===== src/rtl/lfucd_pkg.sv =====
// ----------------------------------------------------------------------------
// lfucd_pkg
// shared types and constants for the lfu chunk cache directory
// ----------------------------------------------------------------------------
package lfucd_pkg;

  localparam int unsigned TAG_W    = 16;
  localparam int unsigned HANDLE_W = 16;
  localparam int unsigned COUNT_W  = 16;
  localparam int unsigned OUT_WAY_W = 2;

  localparam logic [COUNT_W-1:0] COUNT_MAX  = '1;
  localparam logic [COUNT_W-1:0] COUNT_INIT = COUNT_W'(1);

  typedef enum logic [0:0] {
    OP_LOOKUP = 1'b0,
    OP_FILL   = 1'b1
  } op_t;

  typedef struct packed {
    op_t                 op;
    logic [TAG_W-1:0]    chunk_index;
    logic [HANDLE_W-1:0] fill_handle;
  } req_t;

  typedef struct packed {
    logic                 hit;
    logic [OUT_WAY_W-1:0] way;
    logic [HANDLE_W-1:0]  handle_out;
    logic                 evicted_valid;
    logic [TAG_W-1:0]     evicted_index;
  } rsp_t;

endpackage


===== src/rtl/lfucd_way_select.sv =====
// ----------------------------------------------------------------------------
// lfucd_way_select
// parallel tag match and victim pick (first empty way, else lowest least-hit)
// ----------------------------------------------------------------------------
module lfucd_way_select
  import lfucd_pkg::*;
#(
  parameter int unsigned WAYS = 3
) (
  input  logic               clk,
  input  logic               rst,
  input  logic [WAYS-1:0]    way_valid,
  input  logic [TAG_W-1:0]   way_tag [WAYS],
  input  logic [COUNT_W-1:0] way_hit_count [WAYS],
  input  logic [TAG_W-1:0]   chunk_index,
  output logic [WAYS-1:0]    hit_onehot,
  output logic [WAYS-1:0]    victim_onehot
);

  logic [WAYS-1:0] match;
  logic [WAYS-1:0] empty_first;
  logic [WAYS-1:0] least_hit;

  always_comb begin
    for (int i = 0; i < WAYS; i++) begin
      match[i] = way_valid[i] && (way_tag[i] == chunk_index);
    end
  end

  // lowest set bit wins for both the hit and the empty way
  always_comb begin
    logic seen_hit;
    logic seen_empty;
    seen_hit   = 1'b0;
    seen_empty = 1'b0;
    for (int i = 0; i < WAYS; i++) begin
      hit_onehot[i]  = match[i] && !seen_hit;
      seen_hit       = seen_hit || match[i];
      empty_first[i] = !way_valid[i] && !seen_empty;
      seen_empty     = seen_empty || !way_valid[i];
    end
  end

  // way i is the least-hit winner when it beats every lower way strictly and
  // ties or beats every higher way; all compares run side by side
  always_comb begin
    for (int i = 0; i < WAYS; i++) begin
      least_hit[i] = 1'b1;
      for (int j = 0; j < WAYS; j++) begin
        if (j < i && !(way_hit_count[i] < way_hit_count[j])) begin
          least_hit[i] = 1'b0;
        end
        if (j > i && !(way_hit_count[i] <= way_hit_count[j])) begin
          least_hit[i] = 1'b0;
        end
      end
    end
  end

  assign victim_onehot = (&way_valid) ? least_hit : empty_first;

  a_hit_onehot0 : assert property (@(posedge clk) disable iff (rst)
    $onehot0(hit_onehot))
    else $error("more than one hit way selected");

  a_hit_needs_match : assert property (@(posedge clk) disable iff (rst)
    (|match) == (|hit_onehot))
    else $error("hit select disagrees with tag match");

  a_victim_empty_first : assert property (@(posedge clk) disable iff (rst)
    !(&way_valid) |-> ((victim_onehot & way_valid) == '0))
    else $error("victim is a valid way while an empty way exists");

endmodule


===== src/rtl/lfu_chunk_cache_directory.sv =====
// ----------------------------------------------------------------------------
// lfu_chunk_cache_directory
// fully associative chunk-to-handle directory with lfu replacement
// ----------------------------------------------------------------------------
// usage
//   req channel (req_valid/req_ready/req) carries one item: a lookup or a fill
//   of a chunk index. rsp channel (rsp_valid/rsp_ready/rsp) returns exactly one
//   item per request, in request order.
//   a lookup reports hit, the lowest matching way and its handle, and bumps
//   that way's hit count (saturating). a fill takes the first empty way, or
//   the lowest way with the fewest hits, sets its count to 1 and reports the
//   evicted index and handle.
//   a request passes the request register, then the response register, before
//   rsp_valid rises; a stalled receiver can hold it in between. throughput:
//   one item per cycle while the receiver takes each response; the
//   tag compare and least-hit search are a single pass of parallel compares
//   across all ways, and the way state updates as an item moves into the
//   response register, so the next item already sees it.
//   a stalled receiver holds the response register; the request register
//   still takes one more item, then req_ready drops until rsp_ready returns.
//   reset clears all valid bits, also in both pipeline registers; tag, handle and
//   count storage is only read after a fill has written it.
// ----------------------------------------------------------------------------
module lfu_chunk_cache_directory
  import lfucd_pkg::*;
#(
  parameter int unsigned WAYS = 3
) (
  input  logic clk,
  input  logic rst,
  input  logic req_valid,
  output logic req_ready,
  input  req_t req,
  output logic rsp_valid,
  input  logic rsp_ready,
  output rsp_t rsp
);

  localparam int unsigned WAY_W = (WAYS > 1) ? $clog2(WAYS) : 1;

  // request register
  logic req_q_valid;
  req_t req_q;

  // way storage
  logic [WAYS-1:0]     way_valid;
  logic [TAG_W-1:0]    way_tag [WAYS];
  logic [HANDLE_W-1:0] way_handle [WAYS];
  logic [COUNT_W-1:0]  way_hit_count [WAYS];

  logic [WAYS-1:0] hit_onehot;
  logic [WAYS-1:0] victim_onehot;
  logic            advance;
  logic            is_fill;
  logic            any_hit;
  logic            evict;
  logic [WAY_W-1:0]    hit_idx;
  logic [WAY_W-1:0]    victim_idx;
  logic [HANDLE_W-1:0] hit_handle;
  logic [HANDLE_W-1:0] victim_handle;
  logic [TAG_W-1:0]    victim_tag;
  rsp_t rsp_next;

  // item moves from request register to response register
  assign advance   = req_q_valid && (!rsp_valid || rsp_ready);
  assign req_ready = !req_q_valid || advance;
  assign is_fill   = (req_q.op == OP_FILL);

  lfucd_way_select #(
    .WAYS (WAYS)
  ) u_select (
    .clk           (clk),
    .rst           (rst),
    .way_valid     (way_valid),
    .way_tag       (way_tag),
    .way_hit_count (way_hit_count),
    .chunk_index   (req_q.chunk_index),
    .hit_onehot    (hit_onehot),
    .victim_onehot (victim_onehot)
  );

  // one-hot and-or readout, every way read at its own fixed place
  always_comb begin
    hit_idx       = '0;
    victim_idx    = '0;
    hit_handle    = '0;
    victim_handle = '0;
    victim_tag    = '0;
    for (int i = 0; i < WAYS; i++) begin
      if (hit_onehot[i]) begin
        hit_idx    = hit_idx | WAY_W'(i);
        hit_handle = hit_handle | way_handle[i];
      end
      if (victim_onehot[i]) begin
        victim_idx    = victim_idx | WAY_W'(i);
        victim_handle = victim_handle | way_handle[i];
        victim_tag    = victim_tag | way_tag[i];
      end
    end
  end

  assign any_hit = |hit_onehot;
  // an empty way always wins, so a fill evicts only when every way is valid
  assign evict   = &way_valid;

  always_comb begin
    rsp_next = '0;
    if (is_fill) begin
      rsp_next.way = OUT_WAY_W'(victim_idx);
      if (evict) begin
        rsp_next.evicted_valid = 1'b1;
        rsp_next.handle_out    = victim_handle;
        rsp_next.evicted_index = victim_tag;
      end
    end else if (any_hit) begin
      rsp_next.hit        = 1'b1;
      rsp_next.way        = OUT_WAY_W'(hit_idx);
      rsp_next.handle_out = hit_handle;
    end
  end

  // control registers
  always_ff @(posedge clk) begin
    if (rst) begin
      req_q_valid <= 1'b0;
      rsp_valid   <= 1'b0;
      way_valid   <= '0;
    end else begin
      if (req_ready) begin
        req_q_valid <= req_valid;
      end
      if (advance) begin
        rsp_valid <= 1'b1;
      end else if (rsp_ready) begin
        rsp_valid <= 1'b0;
      end
      if (advance && is_fill) begin
        way_valid <= way_valid | victim_onehot;
      end
    end
  end

  // payload registers and way storage
  always_ff @(posedge clk) begin
    if (req_ready && req_valid) begin
      req_q <= req;
    end
    if (advance) begin
      rsp <= rsp_next;
    end
    for (int i = 0; i < WAYS; i++) begin
      if (advance && is_fill && victim_onehot[i]) begin
        way_tag[i]       <= req_q.chunk_index;
        way_handle[i]    <= req_q.fill_handle;
        way_hit_count[i] <= COUNT_INIT;
      end else if (advance && !is_fill && hit_onehot[i] &&
                   way_hit_count[i] != COUNT_MAX) begin
        way_hit_count[i] <= way_hit_count[i] + COUNT_W'(1);
      end
    end
  end

  a_fill_sets_valid : assert property (@(posedge clk) disable iff (rst)
    (advance && is_fill) |=> way_valid[$past(victim_idx)])
    else $error("filled way not marked valid");

  a_no_evict_when_room : assert property (@(posedge clk) disable iff (rst)
    (advance && is_fill && !(&way_valid)) |=> !rsp.evicted_valid)
    else $error("eviction reported while an empty way existed");

  a_hit_not_evict : assert property (@(posedge clk) disable iff (rst)
    (rsp_valid && rsp.hit) |-> !rsp.evicted_valid)
    else $error("response shows both hit and eviction");

  a_stall_holds : assert property (@(posedge clk) disable iff (rst)
    (rsp_valid && !rsp_ready) |=> !$past(advance))
    else $error("response register overwritten while stalled");

endmodule

===== config.mk =====
export PLATFORM = sky130hd
export DESIGN_NAME = lfu_chunk_cache_directory
export DESIGN_NICKNAME = d
export VERILOG_FILES = /design/src/rtl/lfucd_pkg.sv /design/src/rtl/lfucd_way_select.sv /design/src/rtl/lfu_chunk_cache_directory.sv
export SDC_FILE = /design/constraint.sdc
export NUM_CORES = 1
export LEC_CHECK = 0
export BUFFER_PORTS_ARGS = -buffer_cell sky130_fd_sc_hd__buf_4
export CORE_AREA = 10 10 162 164
export CTS_BUF_LIST = sky130_fd_sc_hd__clkbuf_4 sky130_fd_sc_hd__clkbuf_8
export CTS_CLUSTER_DIAMETER = 150
export CTS_CLUSTER_SIZE = 8
export DETAILED_ROUTE_END_ITERATION = 6
export DIE_AREA = 0 0 172 174
export PLACE_DENSITY_LB_ADDON = 0.1
export SYNTH_ARGS = -nofsm -noshare
export SYNTH_HDL_FRONTEND = slang
export SYNTH_HIERARCHICAL = 1
export SYNTH_SLANG_ARGS = --single-unit
export TNS_END_PERCENT = 30

===== constraint.sdc =====
create_clock -name clk -period 10.35 [get_ports clk]
set_input_delay 0 -clock clk [delete_from_list [all_inputs] [get_ports clk]]
set_output_delay 0 -clock clk [all_outputs]
set_load 0.01 [all_outputs]

==> flow_summary.json, run 1 <==
{
  "swShare_pct": 22.2,
  "grt_pass1_vias": 7793,
  "hold_violations": 0,
  "start_kind": "register",
  "ir_drop_uv": 95.5,
  "dieArea_mm2": 0.0299,
  "pin_count": 75,
  "worstMarginPinSlew_ps": 1020,
  "hpwl_um": 17900,
  "synthFlopType": "edfxtp_1",
  "fmax_ghz": 0.222,
  "fin_nets": 1030,
  "period_minus_slack_ps": 4500,
  "first_iter_violations": 751,
  "tns_ps": 0,
  "cts_buffers": 31,
  "insertion_delay_ps": 590,
  "die_w_um": 172,
  "coreArea_mm2": 0.0231,
  "synth-compound-area-share_pct": 12.1,
  "syn_to_final_growth_pct": 18.3,
  "routed_wl_um": 27100,
  "path_class": "reg2reg",
  "cts_root_buf": "clkbuf_8",
  "fill_cells": 1995,
  "crit_path_end_kind": "register",
  "antenna_found_initial": 0,
  "drive_gt1_share_pct": 16.6,
  "finalSetupViolations": 0,
  "powerDensity_mw_per_mm2": 145,
  "cap_violations": 0,
  "relSlewSlack_pct": 31.9,
  "muxShareOfSynthArea_pct": 2.18,
  "grt_max_degree": 42,
  "synth_nets": 908,
  "final_antenna_net_count": 0,
  "fin_crit_sh_pct": 43.5,
  "worst_ep_required_time_ps": 10550,
  "synth_top_area_share_pct": 48.4,
  "n_antenna_cell": 0,
  "min-delay-path-class": "in2reg",
  "clock_power_share_pct": 39.0,
  "yosys_warnings": 6,
  "status": "finished with violations",
  "synthArstFlopShare_pct": 0,
  "power.leakage_nw": 4.22,
  "synth-simple-area-share_pct": 13.7,
  "yosysTopAreaCell": "edfxtp_1",
  "die_height_um": 174,
  "synthCells": 820,
  "violations": "design-rule violations",
  "seqPwrFrac_pct": 55.7,
  "synth_area_mm2": 0.0102,
  "clk_pin_slew_ps": 70,
  "critPathArrivalTime_ps": 4700,
  "p_sw_mw": 0.390,
  "synthDistinctLibCells": 58,
  "crit_fanout": 41,
  "syn_area_per_cell_um2": 12.5,
  "synth_xor_xnor_area_share_pct": 4.11,
  "synth-seq-cells": 218,
  "vias_per_cell": 6.02,
  "cts_tree": "yes",
  "rsz0062_at_grt": "no",
  "vias": 7560,
  "grt_overflow": 0,
  "num_rows": 56,
  "synth.area.top_cells": "edfxtp_1 (48%), dfxtp_1 (10%), ha_1 (6.2%), a222oi_1 (4.7%), xnor2_1 (2.5%)",
  "grt_pass1_wl_um": 43000,
  "synthAdderAreaFrac_pct": 6.23,
  "power.internal_mw": 1.37,
  "grt_usage_pct": 17.9,
  "postCtsSetupBuffers": 0,
  "p_comb_share_pct": 5.2,
  "clockBufferDepth": 3,
  "synth_edf_count": 165,
  "synth_top_family_by_area": "simple AND/OR/NAND/NOR gates",
  "p_total_mw": 1.76,
  "timing.final.max_slew_violations": 0,
  "place.gp.congestion": 0.937,
  "clock_sinks": 218,
  "drc": 5,
  "dr.pass1.iters": 7,
  "numPortBuffers": 74,
  "htree_num_levels": 1,
  "start_util_pct": 44.3,
  "detail_route.wl_per_cell_um": 21.6,
  "seq_area_frac_synth_pct": 58.8,
  "skew_ps": 16.2
}
[power by group through the flow]
stage	sequential [mW]	clock [mW]	combinational [mW]
4_1_cts	0.980	0.705	0.0934
6_report	0.981	0.687	0.0923
3_3_place_gp	0.998	0	0.0806
2_1_floorplan	0.995	0	0.0427
5_1_grt	0.983	0.746	0.101
3_5_place_dp	0.999	0	0.0817
[flip-flops by register name (all words and copies together), names as in the netlist]
name           cells
way_tag           48
way_hit_count     48
req_q             32
rsp               36
way_valid          3
req_q_valid        1
way_handle        48
is_fill            1
rsp_valid          1
[metrics by stage]
stage | util, % | hold WS [ps] | std cells | setup WS (ps) | instance area [um^2]
after floorplan | - | 69.1 | 820 | 6960 | 10200
after global placement | 48.1 | 179 | 1162 | 6030 | 11100
after detailed placement | 48.1 | 179 | 1162 | 5930 | 11100
after CTS | 52.4 | 104 | 1255 | 5870 | 12100
after global routing | 52.4 | 103 | 1255 | 5520 | 12100
final | 52.4 | 131 | 1255 | 5850 | 12100
[per-layer routing]
metal,track usage [%],vias up,part of all wire [%]
met5,0,-,0
met4,5.25,0,2.3
met2,30.2,268,49
li1,-,3539,-
met3,2.63,51,5.6
met1,23.2,3702,43
[kinds of logic after synthesis]
| group | count (synthesis) |
|---|---|
| XOR/XNOR | 48 |
| AO/OA/AOI/OAI | 166 |
| AND/OR/NAND/NOR | 242 |
| multiplexers | 22 |
| buffers and inverters | 73 |
| adder cells (fa/ha/maj) | 51 |
| flip-flops | 218 |
[what timing repair did]
action | 4_1_cts | 5_1_grt
resized for setup | 0 | 0
endpoints found under the hold margin | 38 | 0
hold buffers | 37 | 0
[synth_stat cells (2+ instances only)]
library cell,number
a222oi_1,48
inv_1,40
buf_1,2
nand3_4,2
and3_1,7
o41ai_1,2
o22ai_1,17
nand4_4,3
nor3_1,12
edfxtp_1,165
nor2b_1,6
mux2_2,2
a211oi_1,3
nand4_1,38
o31ai_1,14
a21o_1,4
nand3_2,2
o21a_1,5
o211ai_1,4
o21bai_1,2
nand3_1,25
o21ai_0,12
and2_1,3
or3_1,5
mux2i_1,20
or4_1,15
nor4b_1,2
o311ai_0,2
a21oi_1,39
ha_1,51
xor2_1,19
nor2_1,31
a31oi_1,4
nand2_1,46
buf_2,4
nand2b_1,8
dfxtp_1,53
xnor2_1,29
buf_6,2
nor4_1,23
and4_1,10
clkbuf_1,23
[path summary, 6_finish.rpt]
check              startpoint                 to  slack, ps  depth (start not counted)
max          way_hit_count[5]        way_tag[29]       5850                         10
min                    req[9]           req_q[9]        130                          2
max reg2reg  way_hit_count[5]        way_tag[29]       5850                         10
min reg2reg         req_q[14]  way_handle[0][46]        480                          0
[final cells by class]
| type | instances | area [um^2] | area share, % |
|---|---|---|---|
| Multi-Input combinational cell | 529 | 3960 | 32.7 |
| Clock inverter | 2 | 20.0 | 0.165 |
| Timing Repair Buffer | 121 | 1000 | 8.26 |
| Inverter | 41 | 154 | 1.27 |
| Tap cell | 290 | 363 | 3.00 |
| Clock buffer | 54 | 599 | 4.95 |
| Sequential cell | 218 | 6020 | 49.7 |
[critical path, cell delays in order (launching register included)]
cell	delay, ps
dfxtp_1	440
inv_1	120
ha_1	320
a21oi_1	170
o21ai_0	120
a221o_1	370
o31ai_1	370
a41o_1	240
buf_4	400
nand4_1	600
inv_2	930
[placed cells by master (no fill, tap or decap), types with 19 or more instances in the layout]
cell / count
nand2_1: 46
mux2i_1: 20
nor2_1: 31
a222oi_1: 48
ha_1: 51
inv_1: 40
nand3_1: 25
xnor2_1: 29
clkbuf_8: 31
xor2_1: 19
edfxtp_1: 165
nor4_1: 22
nand4_1: 38
clkbuf_4: 23
dlygate4sd3_1: 37
a21oi_1: 39
buf_4: 84
dfxtp_1: 53
No activity file was read; power rests on OpenSTA's default activity.
==> run 2: changes to the inputs <==
--- a/config.mk
+++ b/config.mk
@@ -5,13 +5,14 @@
 export SDC_FILE = /design/constraint.sdc
 export NUM_CORES = 1
 export LEC_CHECK = 0
+export ABC_AREA = 1
 export BUFFER_PORTS_ARGS = -buffer_cell sky130_fd_sc_hd__buf_4
-export CORE_AREA = 10 10 162 164
+export CORE_AREA = 10 10 168 170
 export CTS_BUF_LIST = sky130_fd_sc_hd__clkbuf_4 sky130_fd_sc_hd__clkbuf_8
 export CTS_CLUSTER_DIAMETER = 150
 export CTS_CLUSTER_SIZE = 8
 export DETAILED_ROUTE_END_ITERATION = 6
-export DIE_AREA = 0 0 172 174
+export DIE_AREA = 0 0 178 180
 export PLACE_DENSITY_LB_ADDON = 0.1
 export SYNTH_ARGS = -nofsm -noshare
 export SYNTH_HDL_FRONTEND = slang
==> constraint.sdc (replaced) <==
create_clock -name clk -period 4.3 [get_ports clk]
set_input_delay 0 -clock clk [delete_from_list [all_inputs] [get_ports clk]]
set_output_delay 0 -clock clk [all_outputs]
set_load 0.01 [all_outputs]
==> flow_summary.json, run 2 <==
{
  "multi_input_area_mm2": 0.00433,
  "cts_root_buf": "clkbuf_8",
  "timing.final.max_slew_violations": 0,
  "synth_area_mm2": 0.0111,
  "critPathArrivalTime_ps": 3570,
  "routed_wl_um": 27900,
  "synth.cells.most_frequent": "nand2_1 (344), edfxtp_1 (165), inv_1 (135)",
  "grt_pass1_wl_um": 45000,
  "period_minus_slack_ps": 3090,
  "seqCellArea_mm2": 0.00602,
  "synthArstFlopShare_pct": 0,
  "clockBufferDepth": 3,
  "grt_usage_pct": 17.2,
  "cap_violations": 0,
  "place.gp.congestion": 0.846,
  "start_kind": "register",
  "clock_sinks": 218,
  "start_util_pct": 44.4,
  "path_class": "reg2reg",
  "drive_gt1_share_pct": 13.5,
  "insertion_delay_ps": 600,
  "rsz0062_at_grt": "no",
  "tns_ps": 0,
  "yosys_warnings": 6,
  "synth-seq-cells": 218,
  "htree_num_levels": 1,
  "dr.pass1.iters": 6,
  "synthFlopType": "edfxtp_1",
  "grt_overflow": 0,
  "drc": 0,
  "synth_edf_count": 165,
  "instances_no_fill": 1708,
  "final_common_cell": "nand2_1",
  "first_iter_violations": 548,
  "dieArea_mm2": 0.0320,
  "synthCells": 1227,
  "n_antenna_cell": 0,
  "placed_area_mm2": 0.0120,
  "die_w_um": 178,
  "dp_cells": 1615,
  "fill_cells": 2339,
  "crit_path_end_kind": "register",
  "hold_violations": 0,
  "synthDistinctLibCells": 44,
  "synth.area.top_cells": "edfxtp_1 (45%), nand2_1 (12%), dfxtp_1 (9.6%), ha_1 (5.8%), inv_1 (4.6%)",
  "coreArea_mm2": 0.0249,
  "finalSetupViolations": 0,
  "power.leakage_nw": 5.34,
  "seq_area_frac_synth_pct": 54.4,
  "numPortBuffers": 74,
  "grt_pass1_vias": 8569,
  "relSlewSlack_pct": 37.3,
  "final_core_util_pct": 52.2,
  "antenna_found_initial": 0,
  "cts_resized": 0,
  "powerDensity_mw_per_mm2": 327,
  "vias": 8473,
  "synth_nets": 1315,
  "yosysMostFrequentCell": "nand2_1",
  "num_rows": 58,
  "crit_fanout": 20,
  "syn_to_final_growth_pct": 17.6,
  "grt_max_degree": 39,
  "fmax_ghz": 0.324,
  "cts_buffers": 31,
  "worst_ep_required_time_ps": 4780,
  "postCtsSetupBuffers": 0,
  "final_area_mm2": 0.0130,
  "status": "completed",
  "fin_crit_sh_pct": 71.8,
  "skew_ps": 27.2,
  "pin_count": 75,
  "hpwl_um": 19200,
  "p_total_mw": 4.25,
  "detail_route.wl_per_cell_um": 16.3,
  "die_height_um": 180,
  "final_cell_mix": "nand2_1 (344), edfxtp_1 (165), inv_1 (135), nor2_1 (105)",
  "fin_nets": 1444,
  "min-delay-path-class": "in2reg",
  "vias_per_cell": 4.96,
  "syn_area_per_cell_um2": 9.01,
  "cts_tree": "yes",
  "synth_top_area_share_pct": 44.8,
  "worstMarginPinSlew_ps": 934,
  "final_antenna_net_count": 0,
  "clk_pin_slew_ps": 80,
  "ir_drop_uv": 249,
  "yosysTopAreaCell": "edfxtp_1",
  "reg_top3": "way_handle (48), way_hit_count (48), way_tag (48)"
}
==> run 2: report_power, final <==
part	internal, mW	switching, mW	leakage (nW)	total (mW)
Sequential	2.32	0.0442	1.97	2.36
Combinational	0.108	0.132	3.04	0.240
Clock	0.861	0.789	0.334	1.65
Total	3.29	0.966	5.34	4.25
==> run 2: cell type report <==
cell class | count | share of cell area, %
flip-flops and latches | 218 | 46.3
multi-input cells | 830 | 33.3
repair buffers | 126 | 8.29
clock buffers | 53 | 4.55
inverters | 149 | 4.31
well taps | 330 | 3.17
clock inverters | 2 | 0.154
==> run 2: per-layer routing <==
layer  wire (um)  vias to the layer above  global-route usage, %
li1            -                     4351                      -
met1       12700                     3932                   22.5
met2       13400                      152                   29.0
met3        1160                       38                   2.75
met4         544                        0                   4.27
met5           0                        -                      0
==> run 2: final timing paths <==
| path | from | to | slack (ps) | depth (start not counted) |
|---|---|---|---|---|
| setup / recovery | way_hit_count[45] | way_hit_count[17] | 1210 | 15 |
| hold / removal | req[13] | req_q[13] | 130 | 2 |
| setup reg to reg | way_hit_count[45] | way_hit_count[17] | 1210 | 15 |
| hold reg to reg | req_q[3] | way_handle[0][35] | 470 | 0 |
==> run 2: what timing repair did <==
item	4_1_cts	5_1_grt
endpoints found under the setup margin	0	0
hold endpoints to repair	38	0
hold buffers	38	0
==> run 2: cells by family (layout without fill, tap and decap cells) <==
group	after synthesis	after routing	share of synthesized area, %
AND/OR/NAND/NOR	557	557	21.0
flip-flops	218	218	54.4
AO/OA/AOI/OAI	188	188	9.50
buffers and inverters	179	330	6.62
adder cells (fa/ha/maj)	51	51	5.77
XOR/XNOR	34	34	2.69
==> run 2: stage by stage <==
stage | setup WS [ps] | hold slack [ps]
finish | 1210 | 129
global route | 824 | 105
CTS | 1120 | 86.7
detailed placement | 1140 | 179
global placement | 1180 | 179
floorplan | 1050 | 69.1
==> run 2: worst max-delay path, stage by stage, from the launching register on <==
cell     delay (ps)
dfxtp_1         460
inv_1            80
ha_1            290
nand2_1          60
inv_1            30
o21ai_0         130
nand2_1          70
nor2_1          140
nand3_1          90
o21ai_1         160
buf_4           280
inv_1           120
nor2_4          580
inv_1           260
o21ai_0         130
nor2_1           50
